[src/hw/rtl/sha1md_pkg.sv]
package sha1md_pkg;

  typedef enum logic [2:0] {
    ST_LOAD,
    ST_PAD,
    ST_ROUND,
    ST_FINISH,
    ST_EMIT
  } state_t;

  typedef enum logic [1:0] {
    PAD_MARK,
    PAD_ZERO,
    PAD_LEN_LO
  } pad_step_t;

  typedef enum logic [2:0] {
    WSEL_INPUT,
    WSEL_FINAL,
    WSEL_MARK,
    WSEL_ZERO,
    WSEL_LEN_HI,
    WSEL_LEN_LO
  } wsel_t;

  typedef enum logic [1:0] {
    LEN_ADD_NONE,
    LEN_ADD_FULL,
    LEN_ADD_FINAL
  } len_add_t;

  typedef struct packed {
    logic      push;
    wsel_t     wsel;
    len_add_t  len_add;
    logic      start;
    logic      round;
    logic [1:0] phase;
    logic      finish;
    logic      clear;
    logic [2:0] emit_idx;
  } dp_cmd_t;

  typedef struct packed {
    logic is_final;
    logic final_full;
  } dp_status_t;

  localparam logic [31:0] K0 = 32'h5A82_7999;
  localparam logic [31:0] K1 = 32'h6ED9_EBA1;
  localparam logic [31:0] K2 = 32'h8F1B_BCDC;
  localparam logic [31:0] K3 = 32'hCA62_C1D6;

  localparam logic [31:0] IV [5] = '{
    32'h6745_2301, 32'hEFCD_AB89, 32'h98BA_DCFE, 32'h1032_5476, 32'hC3D2_E1F0
  };

  localparam logic [31:0] MARK_WORD   = 32'h8000_0000;
  localparam logic [3:0]  LAST_SLOT   = 4'd15;
  localparam logic [3:0]  LEN_HI_SLOT = 4'd14;
  localparam logic [6:0]  LAST_ROUND  = 7'd79;
  localparam logic [6:0]  PHASE1_ROUND = 7'd20;
  localparam logic [6:0]  PHASE2_ROUND = 7'd40;
  localparam logic [6:0]  PHASE3_ROUND = 7'd60;
  localparam logic [2:0]  LAST_DIGEST = 3'd4;
  localparam logic [2:0]  FULL_BYTES  = 3'd4;

  function automatic logic [31:0] round_fn(input logic [1:0] phase,
                                           input logic [31:0] b,
                                           input logic [31:0] c,
                                           input logic [31:0] d);
    logic [31:0] r;
    case (phase)
      2'd0:    r = (b & c) | (~b & d);
      2'd2:    r = (b & c) | (b & d) | (c & d);
      default: r = b ^ c ^ d;
    endcase
    return r;
  endfunction

  function automatic logic [31:0] round_k(input logic [1:0] phase);
    logic [31:0] r;
    case (phase)
      2'd0:    r = K0;
      2'd1:    r = K1;
      2'd2:    r = K2;
      default: r = K3;
    endcase
    return r;
  endfunction

endpackage

[src/hw/rtl/sha1_message_digest.sv]
// message words: one transaction per cycle while a block fills; the 16th word of a block
//   holds msg_stall high through the 80 rounds and the chaining add
// final word: padding words and one or two compressions, then the five digest
//   words H0..H4 follow, one transaction per cycle when dig_stall is low
// reset (rst, synchronous, active high): controller idle, chaining value to the initial
//   vector, bit length to zero; the block buffer is not cleared
module sha1_message_digest #(
  parameter int LENGTH_COUNTER_BITS = 64
) (
  input  logic        clk,
  input  logic        rst,
  // message channel
  input  logic        msg_valid,
  output logic        msg_stall,
  input  logic [31:0] message_word,
  input  logic [2:0]  bytes_valid,
  input  logic        final_word,
  // digest channel
  output logic        dig_valid,
  input  logic        dig_stall,
  output logic [31:0] digest_word,
  output logic [2:0]  word_index,
  output logic        last_word
);

  // commands from the sequencer, input classification back from the datapath
  sha1md_pkg::dp_cmd_t    cmd;
  sha1md_pkg::dp_status_t status;

  // sequencer: block fill count, padding steps, round counter, digest index
  sha1md_ctrl u_ctrl (
    .clk        (clk),
    .rst        (rst),
    .msg_valid  (msg_valid),
    .msg_stall  (msg_stall),
    .dig_valid  (dig_valid),
    .dig_stall  (dig_stall),
    .status     (status),
    .cmd        (cmd),
    .word_index (word_index),
    .last_word  (last_word)
  );

  // datapath: schedule window, round registers, chaining value, bit length
  sha1md_datapath #(
    .LENGTH_COUNTER_BITS (LENGTH_COUNTER_BITS)
  ) u_datapath (
    .clk          (clk),
    .rst          (rst),
    .message_word (message_word),
    .bytes_valid  (bytes_valid),
    .final_word   (final_word),
    .cmd          (cmd),
    .status       (status),
    .digest_word  (digest_word)
  );

endmodule

[src/hw/rtl/sha1md_ctrl.sv]
module sha1md_ctrl (
  input  logic                  clk,
  input  logic                  rst,
  input  logic                  msg_valid,
  output logic                  msg_stall,
  output logic                  dig_valid,
  input  logic                  dig_stall,
  input  sha1md_pkg::dp_status_t status,
  output sha1md_pkg::dp_cmd_t   cmd,
  output logic [2:0]            word_index,
  output logic                  last_word
);

  sha1md_pkg::state_t    state, state_next;
  sha1md_pkg::state_t    resume, resume_next;
  sha1md_pkg::state_t    target;
  sha1md_pkg::pad_step_t pad_step, pad_step_next;
  logic [3:0] fill, fill_next;
  logic [6:0] round_count, round_count_next;
  logic [2:0] emit_idx, emit_idx_next;

  always_ff @(posedge clk) begin
    if (rst) begin
      state       <= sha1md_pkg::ST_LOAD;
      resume      <= sha1md_pkg::ST_LOAD;
      pad_step    <= sha1md_pkg::PAD_ZERO;
      fill        <= '0;
      round_count <= '0;
      emit_idx    <= '0;
    end else begin
      state       <= state_next;
      resume      <= resume_next;
      pad_step    <= pad_step_next;
      fill        <= fill_next;
      round_count <= round_count_next;
      emit_idx    <= emit_idx_next;
    end
  end

  always_comb begin
    state_next       = state;
    resume_next      = resume;
    pad_step_next    = pad_step;
    fill_next        = fill;
    round_count_next = round_count;
    emit_idx_next    = emit_idx;
    target           = state;
    msg_stall        = 1'b1;
    dig_valid        = 1'b0;
    cmd.push         = 1'b0;
    cmd.wsel         = sha1md_pkg::WSEL_ZERO;
    cmd.len_add      = sha1md_pkg::LEN_ADD_NONE;
    cmd.start        = 1'b0;
    cmd.round        = 1'b0;
    cmd.phase        = 2'd0;
    cmd.finish       = 1'b0;
    cmd.clear        = 1'b0;
    cmd.emit_idx     = emit_idx;

    case (state)
      sha1md_pkg::ST_LOAD: begin
        msg_stall = 1'b0;
        if (msg_valid) begin
          cmd.push  = 1'b1;
          fill_next = fill + 4'd1;
          if (!status.is_final) begin
            cmd.wsel    = sha1md_pkg::WSEL_INPUT;
            cmd.len_add = sha1md_pkg::LEN_ADD_FULL;
            target      = sha1md_pkg::ST_LOAD;
          end else begin
            cmd.len_add = sha1md_pkg::LEN_ADD_FINAL;
            target      = sha1md_pkg::ST_PAD;
            if (status.final_full) begin
              cmd.wsel      = sha1md_pkg::WSEL_INPUT;
              pad_step_next = sha1md_pkg::PAD_MARK;
            end else begin
              cmd.wsel      = sha1md_pkg::WSEL_FINAL;
              pad_step_next = sha1md_pkg::PAD_ZERO;
            end
          end
          if (fill == sha1md_pkg::LAST_SLOT) begin
            cmd.start   = 1'b1;
            resume_next = target;
            state_next  = sha1md_pkg::ST_ROUND;
          end else begin
            state_next = target;
          end
        end
      end

      sha1md_pkg::ST_PAD: begin
        cmd.push  = 1'b1;
        fill_next = fill + 4'd1;
        target    = sha1md_pkg::ST_PAD;
        case (pad_step)
          sha1md_pkg::PAD_MARK: begin
            cmd.wsel      = sha1md_pkg::WSEL_MARK;
            pad_step_next = sha1md_pkg::PAD_ZERO;
          end
          sha1md_pkg::PAD_LEN_LO: begin
            cmd.wsel = sha1md_pkg::WSEL_LEN_LO;
            target   = sha1md_pkg::ST_EMIT;
          end
          default: begin
            if (fill == sha1md_pkg::LEN_HI_SLOT) begin
              cmd.wsel      = sha1md_pkg::WSEL_LEN_HI;
              pad_step_next = sha1md_pkg::PAD_LEN_LO;
            end else begin
              cmd.wsel = sha1md_pkg::WSEL_ZERO;
            end
          end
        endcase
        if (fill == sha1md_pkg::LAST_SLOT) begin
          cmd.start   = 1'b1;
          resume_next = target;
          state_next  = sha1md_pkg::ST_ROUND;
        end else begin
          state_next = target;
        end
      end

      sha1md_pkg::ST_ROUND: begin
        cmd.round = 1'b1;
        if (round_count < sha1md_pkg::PHASE1_ROUND) begin
          cmd.phase = 2'd0;
        end else if (round_count < sha1md_pkg::PHASE2_ROUND) begin
          cmd.phase = 2'd1;
        end else if (round_count < sha1md_pkg::PHASE3_ROUND) begin
          cmd.phase = 2'd2;
        end else begin
          cmd.phase = 2'd3;
        end
        round_count_next = round_count + 7'd1;
        if (round_count == sha1md_pkg::LAST_ROUND) begin
          round_count_next = '0;
          state_next       = sha1md_pkg::ST_FINISH;
        end
      end

      sha1md_pkg::ST_FINISH: begin
        cmd.finish    = 1'b1;
        emit_idx_next = '0;
        state_next    = resume;
      end

      sha1md_pkg::ST_EMIT: begin
        dig_valid = 1'b1;
        if (!dig_stall) begin
          if (emit_idx == sha1md_pkg::LAST_DIGEST) begin
            emit_idx_next = '0;
            cmd.clear     = 1'b1;
            state_next    = sha1md_pkg::ST_LOAD;
          end else begin
            emit_idx_next = emit_idx + 3'd1;
          end
        end
      end

      default: begin
        state_next = sha1md_pkg::ST_LOAD;
      end
    endcase
  end

  assign word_index = emit_idx;
  assign last_word  = (emit_idx == sha1md_pkg::LAST_DIGEST);

endmodule

[src/hw/rtl/sha1md_datapath.sv]
module sha1md_datapath #(
  parameter int LENGTH_COUNTER_BITS = 64
) (
  input  logic                   clk,
  input  logic                   rst,
  input  logic [31:0]            message_word,
  input  logic [2:0]             bytes_valid,
  input  logic                   final_word,
  input  sha1md_pkg::dp_cmd_t    cmd,
  output sha1md_pkg::dp_status_t status,
  output logic [31:0]            digest_word
);

  logic [31:0] chain [5];
  logic [31:0] w [16];
  logic [31:0] a, b, c, d, e;
  logic [LENGTH_COUNTER_BITS-1:0] len;
  logic [63:0] len64;
  logic [2:0]  nbytes;
  logic [5:0]  final_bits;
  logic [31:0] final_masked;
  logic [31:0] push_word;
  logic [31:0] w_new;
  logic [31:0] t;

  // saturate the byte count, pad byte lands right after the last valid byte
  assign nbytes     = (bytes_valid > sha1md_pkg::FULL_BYTES) ? sha1md_pkg::FULL_BYTES
                                                               : bytes_valid;
  assign final_bits = {nbytes, 3'b000};
  assign len64      = 64'(len);

  always_comb begin
    case (nbytes[1:0])
      2'd1:    final_masked = {message_word[31:24], 24'h80_0000};
      2'd2:    final_masked = {message_word[31:16], 16'h8000};
      2'd3:    final_masked = {message_word[31:8], 8'h80};
      default: final_masked = sha1md_pkg::MARK_WORD;
    endcase
  end

  always_comb begin
    case (cmd.wsel)
      sha1md_pkg::WSEL_INPUT:  push_word = message_word;
      sha1md_pkg::WSEL_FINAL:  push_word = final_masked;
      sha1md_pkg::WSEL_MARK:   push_word = sha1md_pkg::MARK_WORD;
      sha1md_pkg::WSEL_LEN_HI: push_word = len64[63:32];
      sha1md_pkg::WSEL_LEN_LO: push_word = len64[31:0];
      default:                 push_word = '0;
    endcase
  end

  assign status.is_final   = final_word;
  assign status.final_full = (nbytes == sha1md_pkg::FULL_BYTES);

  // schedule window: w[0] is the word of the current round
  assign w_new = {w[13][30:0] ^ w[8][30:0] ^ w[2][30:0] ^ w[0][30:0],
                  w[13][31] ^ w[8][31] ^ w[2][31] ^ w[0][31]};

  assign t = {a[26:0], a[31:27]} + sha1md_pkg::round_fn(cmd.phase, b, c, d) + e + w[0]
             + sha1md_pkg::round_k(cmd.phase);

  always_ff @(posedge clk) begin
    if (cmd.push) begin
      for (int i = 0; i < 15; i++) begin
        w[i] <= w[i+1];
      end
      w[15] <= push_word;
    end else if (cmd.round) begin
      for (int i = 0; i < 15; i++) begin
        w[i] <= w[i+1];
      end
      w[15] <= w_new;
    end
  end

  always_ff @(posedge clk) begin
    if (cmd.start) begin
      a <= chain[0];
      b <= chain[1];
      c <= chain[2];
      d <= chain[3];
      e <= chain[4];
    end else if (cmd.round) begin
      e <= d;
      d <= c;
      c <= {b[1:0], b[31:2]};
      b <= a;
      a <= t;
    end
  end

  always_ff @(posedge clk) begin
    if (rst || cmd.clear) begin
      for (int i = 0; i < 5; i++) begin
        chain[i] <= sha1md_pkg::IV[i];
      end
    end else if (cmd.finish) begin
      chain[0] <= chain[0] + a;
      chain[1] <= chain[1] + b;
      chain[2] <= chain[2] + c;
      chain[3] <= chain[3] + d;
      chain[4] <= chain[4] + e;
    end
  end

  always_ff @(posedge clk) begin
    if (rst || cmd.clear) begin
      len <= '0;
    end else begin
      case (cmd.len_add)
        sha1md_pkg::LEN_ADD_FULL:  len <= len + LENGTH_COUNTER_BITS'(32);
        sha1md_pkg::LEN_ADD_FINAL: len <= len + LENGTH_COUNTER_BITS'(final_bits);
        default:                   len <= len;
      endcase
    end
  end

  always_comb begin
    case (cmd.emit_idx)
      3'd1:    digest_word = chain[1];
      3'd2:    digest_word = chain[2];
      3'd3:    digest_word = chain[3];
      3'd4:    digest_word = chain[4];
      default: digest_word = chain[0];
    endcase
  end

endmodule

[config.mk]
export PLATFORM = sky130hd
export DESIGN_NAME = sha1_message_digest
export DESIGN_NICKNAME = d
export VERILOG_FILES = /design/src/hw/rtl/sha1md_pkg.sv /design/src/hw/rtl/sha1_message_digest.sv /design/src/hw/rtl/sha1md_ctrl.sv /design/src/hw/rtl/sha1md_datapath.sv
export SDC_FILE = /design/constraint.sdc
export NUM_CORES = 2
export LEC_CHECK = 0
export ABC_AREA = 1
export BUFFER_PORTS_ARGS = -buffer_cell sky130_fd_sc_hd__buf_2
export CELL_PAD_IN_SITES_DETAIL_PLACEMENT = 0
export CELL_PAD_IN_SITES_GLOBAL_PLACEMENT = 1
export CORE_MARGIN = 2
export CORE_UTILIZATION = 50
export DETAILED_ROUTE_END_ITERATION = 12
export GPL_TIMING_DRIVEN = 0
export PLACE_DENSITY = 0.88
export SETUP_SLACK_MARGIN = 0.05
export SLEW_MARGIN = 10
export SYNTH_ARGS = -nofsm -noshare
export SYNTH_HDL_FRONTEND = slang
export SYNTH_SLANG_ARGS = --single-unit
[constraint.sdc]
create_clock -name clk -period 24 [get_ports clk]
set_input_delay 7.2 -clock clk [delete_from_list [all_inputs] [get_ports clk]]
set_output_delay 7.2 -clock clk [all_outputs]
set_load 0.05 [all_outputs]
## Word level (Yosys, flattened, before mapping)

Memories as Yosys holds them, arrays and structs flattened.
Index checks and enable logic that the tools add are counted.

| word-level totals | value |
|---|---|
| bits in registers | 246 |
| RAM bits | 672 |
| memories kept | 2 |

Memories:

| name | depth | bits a word | rd ports | clocked after Yosys merged registers in | wr ports | RTL line | RTL |
|---|---|---|---|---|---|---|---|
| u_datapath.w | 16 | 32 | 16 | 0 | 16 | sha1md_datapath.sv:15 | `logic [31:0] w [16];` |
| u_datapath.chain | 5 | 32 | 5 | 0 | 5 | sha1md_datapath.sv:14 | `logic [31:0] chain [5];` |

| cells by class | value |
|---|---|
| add/subtract/negate cells | 14 |
| $lt $le $gt $ge | 4 |
| eq/ne operators | 33 |
| multiplexer cells | 92 |
| bitwise operators | 37 |
| reductions and logical operators | 14 |

Operators by type and width:

| cell | count |
|---|---|
| $mux W32 | 31 |
| $add A32 B32 Y32 | 9 |
| $pmux W32 S3 | 2 |
| $pmux W32 S5 | 1 |
| $and A32 B32 Y32 | 4 |
| $pmux W32 S4 | 1 |
| $pmux W64 S2 | 1 |
| $or A32 B32 Y32 | 3 |
| $xor A31 B31 Y31 | 3 |
| $add A64 B6 Y64 | 1 |
| $add A64 B6 Y64 const B | 1 |
| $pmux W32 S2 | 1 |
| $xor A32 B32 Y32 | 2 |
| $mux W3 | 15 |
| $not A32 Y32 | 1 |
| $mux W1 | 21 |
| $or A1 B1 Y1 | 21 |
| $pmux W3 S2 | 3 |
| $pmux W4 S2 | 2 |
| $eq A3 B2 Y1 const B | 5 |
| $eq A3 B3 Y1 const B | 5 |
| $pmux W3 S5 | 1 |
| $lt A7 B6 Y1 const B | 2 |
| $mux W7 | 2 |
| other kinds (26) | 56 |

## Longest topological paths before layout

| logic depth | value |
|---|---|
| depth in word-level cells | 13 |
| mapped depth | 28 |

## Modules after synthesis

A second synthesis with hierarchy kept.

| second synthesis, totals | value |
|---|---|
| cell total of the unflattened synthesis | 5,841 |
| area, all modules | 52,232.6 um2 |

Modules (own cells, without submodules):

| module | times used | cells each | area an instance (um2) |
|---|---|---|---|
| sha1md_datapath | 1 | 5,622 | 50,887.6 |
| sha1md_ctrl | 1 | 219 | 1,345.0 |

## Worst setup path after synthesis

No wires, ideal clock.

| path | value |
|---|---|
| path kind | in2reg |
| start | in msg_valid |
| end | mem u_datapath.w[0][0], enable pin |
| setup time | 3.690 ns |
| arrival time | 16.301 ns |
| slack | 4.010 ns |
| stages on the path | 6 |
| cells stage by stage | inv_1 nand2_1 nand2_2 clkbuf_1 clkbuf_1 nand2_1 |

RTL lines:

| element | RTL line | RTL |
|---|---|---|
| from (decl) | sha1_message_digest.sv:13 | `input logic msg_valid,` |
| to (decl) | sha1md_datapath.sv:15 |  |

## Worst setup path after layout

| path | value |
|---|---|
| start | reg u_ctrl.emit_idx[0], in the netlist u_ctrl.word_index[0] |
| end | out digest_word[0] |

| on the way | value |
|---|---|
| cells in the longest elaborated chain, start to end | 2 |
| elaborated cells on any way between the ends | 5 |
| classes of those cells | eq/ne (4); mux (1) |

RTL lines:

| element | RTL line | RTL |
|---|---|---|
| from (decl) | sha1md_ctrl.sv:20 | `logic [2:0] emit_idx, emit_idx_next;` |
| from (signal assigned) | sha1md_ctrl.sv:36 | `emit_idx <= emit_idx_next;` |
| $eq A3 B3 Y1 (tied with other cells) | sha1md_datapath.sv:119 | `case (cmd.emit_idx)` |
| $pmux W32 S4 (*) | sha1md_datapath.sv:119 |  |
| to (decl) | sha1_message_digest.sv:21 | `output logic [31:0] digest_word,` |

Mark *: on every way between the ends. The rest lies on a longest branch, timed or not.

==> metrics.log <==
[metrics] run status: completed
[metrics] Final TNS setup: 0 ns
[metrics] clk buf depth: 3
[metrics] commonest cells in the synthesized netlist: nand2_1, edfxtp_1, inv_1
[metrics] Avg Cell Area, Syn: 9.472 um2
[metrics] vias post-DR: 40.80k
[metrics] Total GRT Usage: 0.3297
[metrics] type of the worst setup path: reg2out
[metrics] proportion of register bits with asynchronous set or reset after synthesis: 0
[metrics] Hold Fails Final Rpt: 0
[metrics] drt total wl: 172900 um
[metrics] worst hold path cell count: 0
[metrics] worst setup slack after placement: 13.11 ns
[metrics] maximum clock skew at final layout: 0.05240 ns
[metrics] total count of max-transition violations in the final report: 0
[metrics] part of the cycle the worst path needs: 0.4656
[metrics] Synth area leader: edfxtp_1
[metrics] Detailed Place HPWL: 137200 um
[metrics] CP arrival: 3.97 ns
[metrics] last weighted congestion value of the routability-driven placer: 1.097
[metrics] worst reg2reg path startpoint: u_ctrl.state[1]$_SDFFE_PP0P_
[metrics] Slew @ Worst Pin: 1.418 ns
[metrics] Power Density: 68.15 nW/um2
[metrics] initial standard-cell utilization of the core: 0.5031
[metrics] Finished Core Util: 0.5581
[metrics] area of the die: 104600 um2
[metrics] endpoint of the worst hold-timing path: u_datapath.w[0][127]$_DFFE_PP_
[metrics] placed instance area: 53530 um2
[metrics] sequential cell area fraction in the yosys report: 0.5217
[metrics] hold crit path type: reg2reg
[metrics] Max Fclk: 89.49 MHz
[metrics] data required time at the worst endpoint: 16.80 ns
[metrics] number of global-route vias before repair: 38.58k
[metrics] total global routing overflow: 0
[metrics] DR WL/cell: 24.63 um
[metrics] num ports: 78
[metrics] Iter 0 DRT Violations: 4884
[metrics] setup repair after global routing missed its margin: no
[metrics] final worst slack: 12.83 ns
[metrics] Register-to-Register Setup Slack: 17.33 ns
[metrics] Remaining DRCs: 0
[metrics] Final #Nets: 5948
[metrics] worst reg2reg endpoint: u_datapath.a[31]$_DFFE_PP_
[metrics] post-synth design cell area: 51030 um2
[metrics] worst ir drop on vdd: 0.00007521 V
[metrics] TritonCTS clock tree: done
[metrics] Net Count, Synth: 5758
[metrics] die width: 323.5 um
[metrics] initial antenna violation count: 13
[metrics] count of instances resized after the clock tree is built: 0
[metrics] total power of the final layout: 3859 uW
[metrics] share of final-layout standard cells stronger than drive strength 1: 0.06544
[metrics] cell area after layout: 56620 um2
[metrics] Port-buffer cells: 77
[metrics] number of distinct library cells after synthesis: 48
[metrics] leakage power: 0.02269 uW
[metrics] synth-to-layout area growth: 10.95%
[metrics] Maximum Capacitance Violations: 0
[metrics] commonest register cell after synthesis: edfxtp_1
[metrics] setup-violating endpoint count in the final report: 0
[metrics] wire length of the first global-routing pass: 250300 um
[metrics] clock root buffer master: clkbuf_16
[metrics] number of post-CTS setup repair buffers: 0
[metrics] synthesis-stage register bit count: 914
[metrics] beginning of the worst hold path: u_datapath.w[1][31]$_DFFE_PP_
[metrics] worst rel slew slack: 0.04891
[metrics] largest net degree at the start of global routing: 72
[metrics] Inserted Clock Buffers: 97
[metrics] Pre-Repair DR Iteration Count: 6
[metrics] antenna diode instance count: 0
[metrics] kind of start point of the critical path: flop
[metrics] portion of synthesized cell area occupied by the leading cell type: 0.4896
[metrics] crit path capture type: primary output
[metrics] post-cts hold buffer count: 0
[metrics] Sink Count: 914
[metrics] Tmin final: 11.17 ns
[metrics] length in cells of the worst reg-to-reg path: 23
[metrics] largest cells by area after synthesis: edfxtp_1, nand2_1, inv_1, ha_1, fa_1
[metrics] clock-pin transition on the worst setup and hold timing paths: 0.06 ns
[metrics] number of filler instances in the final layout: 8983
[metrics] later-pin clock latency in the skew report: 0.73 ns
[metrics] H-tree lvl count: 3
[metrics] floorplan die height: 323.5 um
[metrics] synth warn: 0
[metrics] number of synthesized flops with an enable pin: 832
[metrics] Core Region: 101400 um2
[metrics] antenna-violating nets left: 0
[metrics] peak fanout along the critical path: 10
[metrics] number of cell rows: 117
[metrics] most frequent cell after synthesis: nand2_1
[metrics] count of mapped cells out of synthesis: 5388
[metrics] via-per-instance ratio: 5.811
## how the worst max path moves through the flow
stage / startpoint / slack (ns) / cells past startpoint / to
3_3_place_gp: msg_valid / -0.67 / 7 / u_datapath.w[1][91]$_DFFE_PP_
4_1_cts: u_ctrl.word_index[0]$_SDFFE_PP0P_ / 12.93 / 10 / digest_word[1]
3_5_place_dp: bytes_valid[2] / 13.11 / 15 / u_datapath.len[61]$_SDFFE_PP0P_
2_1_floorplan: msg_valid / 4.01 / 6 / u_datapath.w[0][0]$_DFFE_PP_
5_1_grt: u_ctrl.word_index[0]$_SDFFE_PP0P_ / 12.78 / 10 / digest_word[2]
6_report: u_ctrl.word_index[0]$_SDFFE_PP0P_ / 12.83 / 10 / digest_word[0]
## metal layers
layer | vias to the layer above | track usage | routed length (um)
met5 | - | 0 | 76
met4 | 12 | 0.1610 | 9470
met3 | 416 | 0.08452 | 18240
met2 | 2027 | 0.5062 | 76590
met1 | 19492 | 0.4356 | 68550
li1 | 18856 | - | -
## sequential cells by signal, summed over array words and instances (netlist names)
name,cells
u_ctrl.state,3
u_datapath.len,61
u_ctrl.word_index,3
u_datapath.e,32
u_ctrl.pad_step,2
u_ctrl.round_count,7
u_datapath.chain,160
u_datapath.d,32
u_datapath.c,32
u_datapath.b,32
u_datapath.a,32
u_ctrl.resume,2
u_datapath.w,512
u_ctrl.fill,4
## logic make-up (layout without fill, tap and decap cells)
group           after synthesis  count (layout)  share of synthesized area
compound gates             1059            1059                     0.1197
xor+xnor                    102             102                    0.01751
fa+ha+maj                   330             330                    0.09944
buf+inv                     890            1156                    0.06745
flops                       914             914                     0.5217
simple gates               2093            2093                     0.1741
## power breakdown
part	switching [uW]	internal (uW)	leakage (uW)
combinational	291	146	0.0126
sequential	53.7	1880	0.00856
clock	674	817	0.00149
## final cells by class
type	count	area, um2	area share
tap	1368	1712	0.03023
clock inverter	56	579.3	0.01023
clock buffer	119	2510	0.04433
sequential	914	26630	0.4702
multi-input combinational	3584	21000	0.3709
inverter	784	2943	0.05197
timing repair buffer	91	755.7	0.01335
buffer	106	499.2	0.008817
## per-stage QoR
step	cells	hold WS (ns)
after global routing	7022	0.4142
after CTS	7022	0.4061
after global placement	6833	0.4000
final	7022	0.3976
after floorplan	5388	0.4003
after detailed placement	6847	0.4045
## layout by cell type, fill, tap and decap left out, types with 47 or more instances in the layout
master	synthesis	final
inv_1	769	769
fa_1	126	126
xnor2_1	85	85
nand4_1	103	103
buf_2	45	122
ha_1	204	204
o21ai_0	359	359
clkbuf_1	49	71
nand2_1	1077	1074
o21bai_1	47	47
nor2_1	457	457
nor3_1	57	57
dfxtp_1	82	82
edfxtp_1	832	832
or2_2	56	56
a21oi_1	374	374
clkbuf_16	0	97
nand3_1	284	284
## critical path, stage by stage, from the launching register on
cell	delay (ns)
dfxtp_1	0.43
inv_1	0.11
ha_1	0.20
nand2_1	0.10
buf_2	0.26
inv_1	0.22
nor4_2	0.86
buf_2	0.36
nand2_1	0.11
nand2_1	0.27
buf_2	0.33
(Power assumes the default switching activity.)
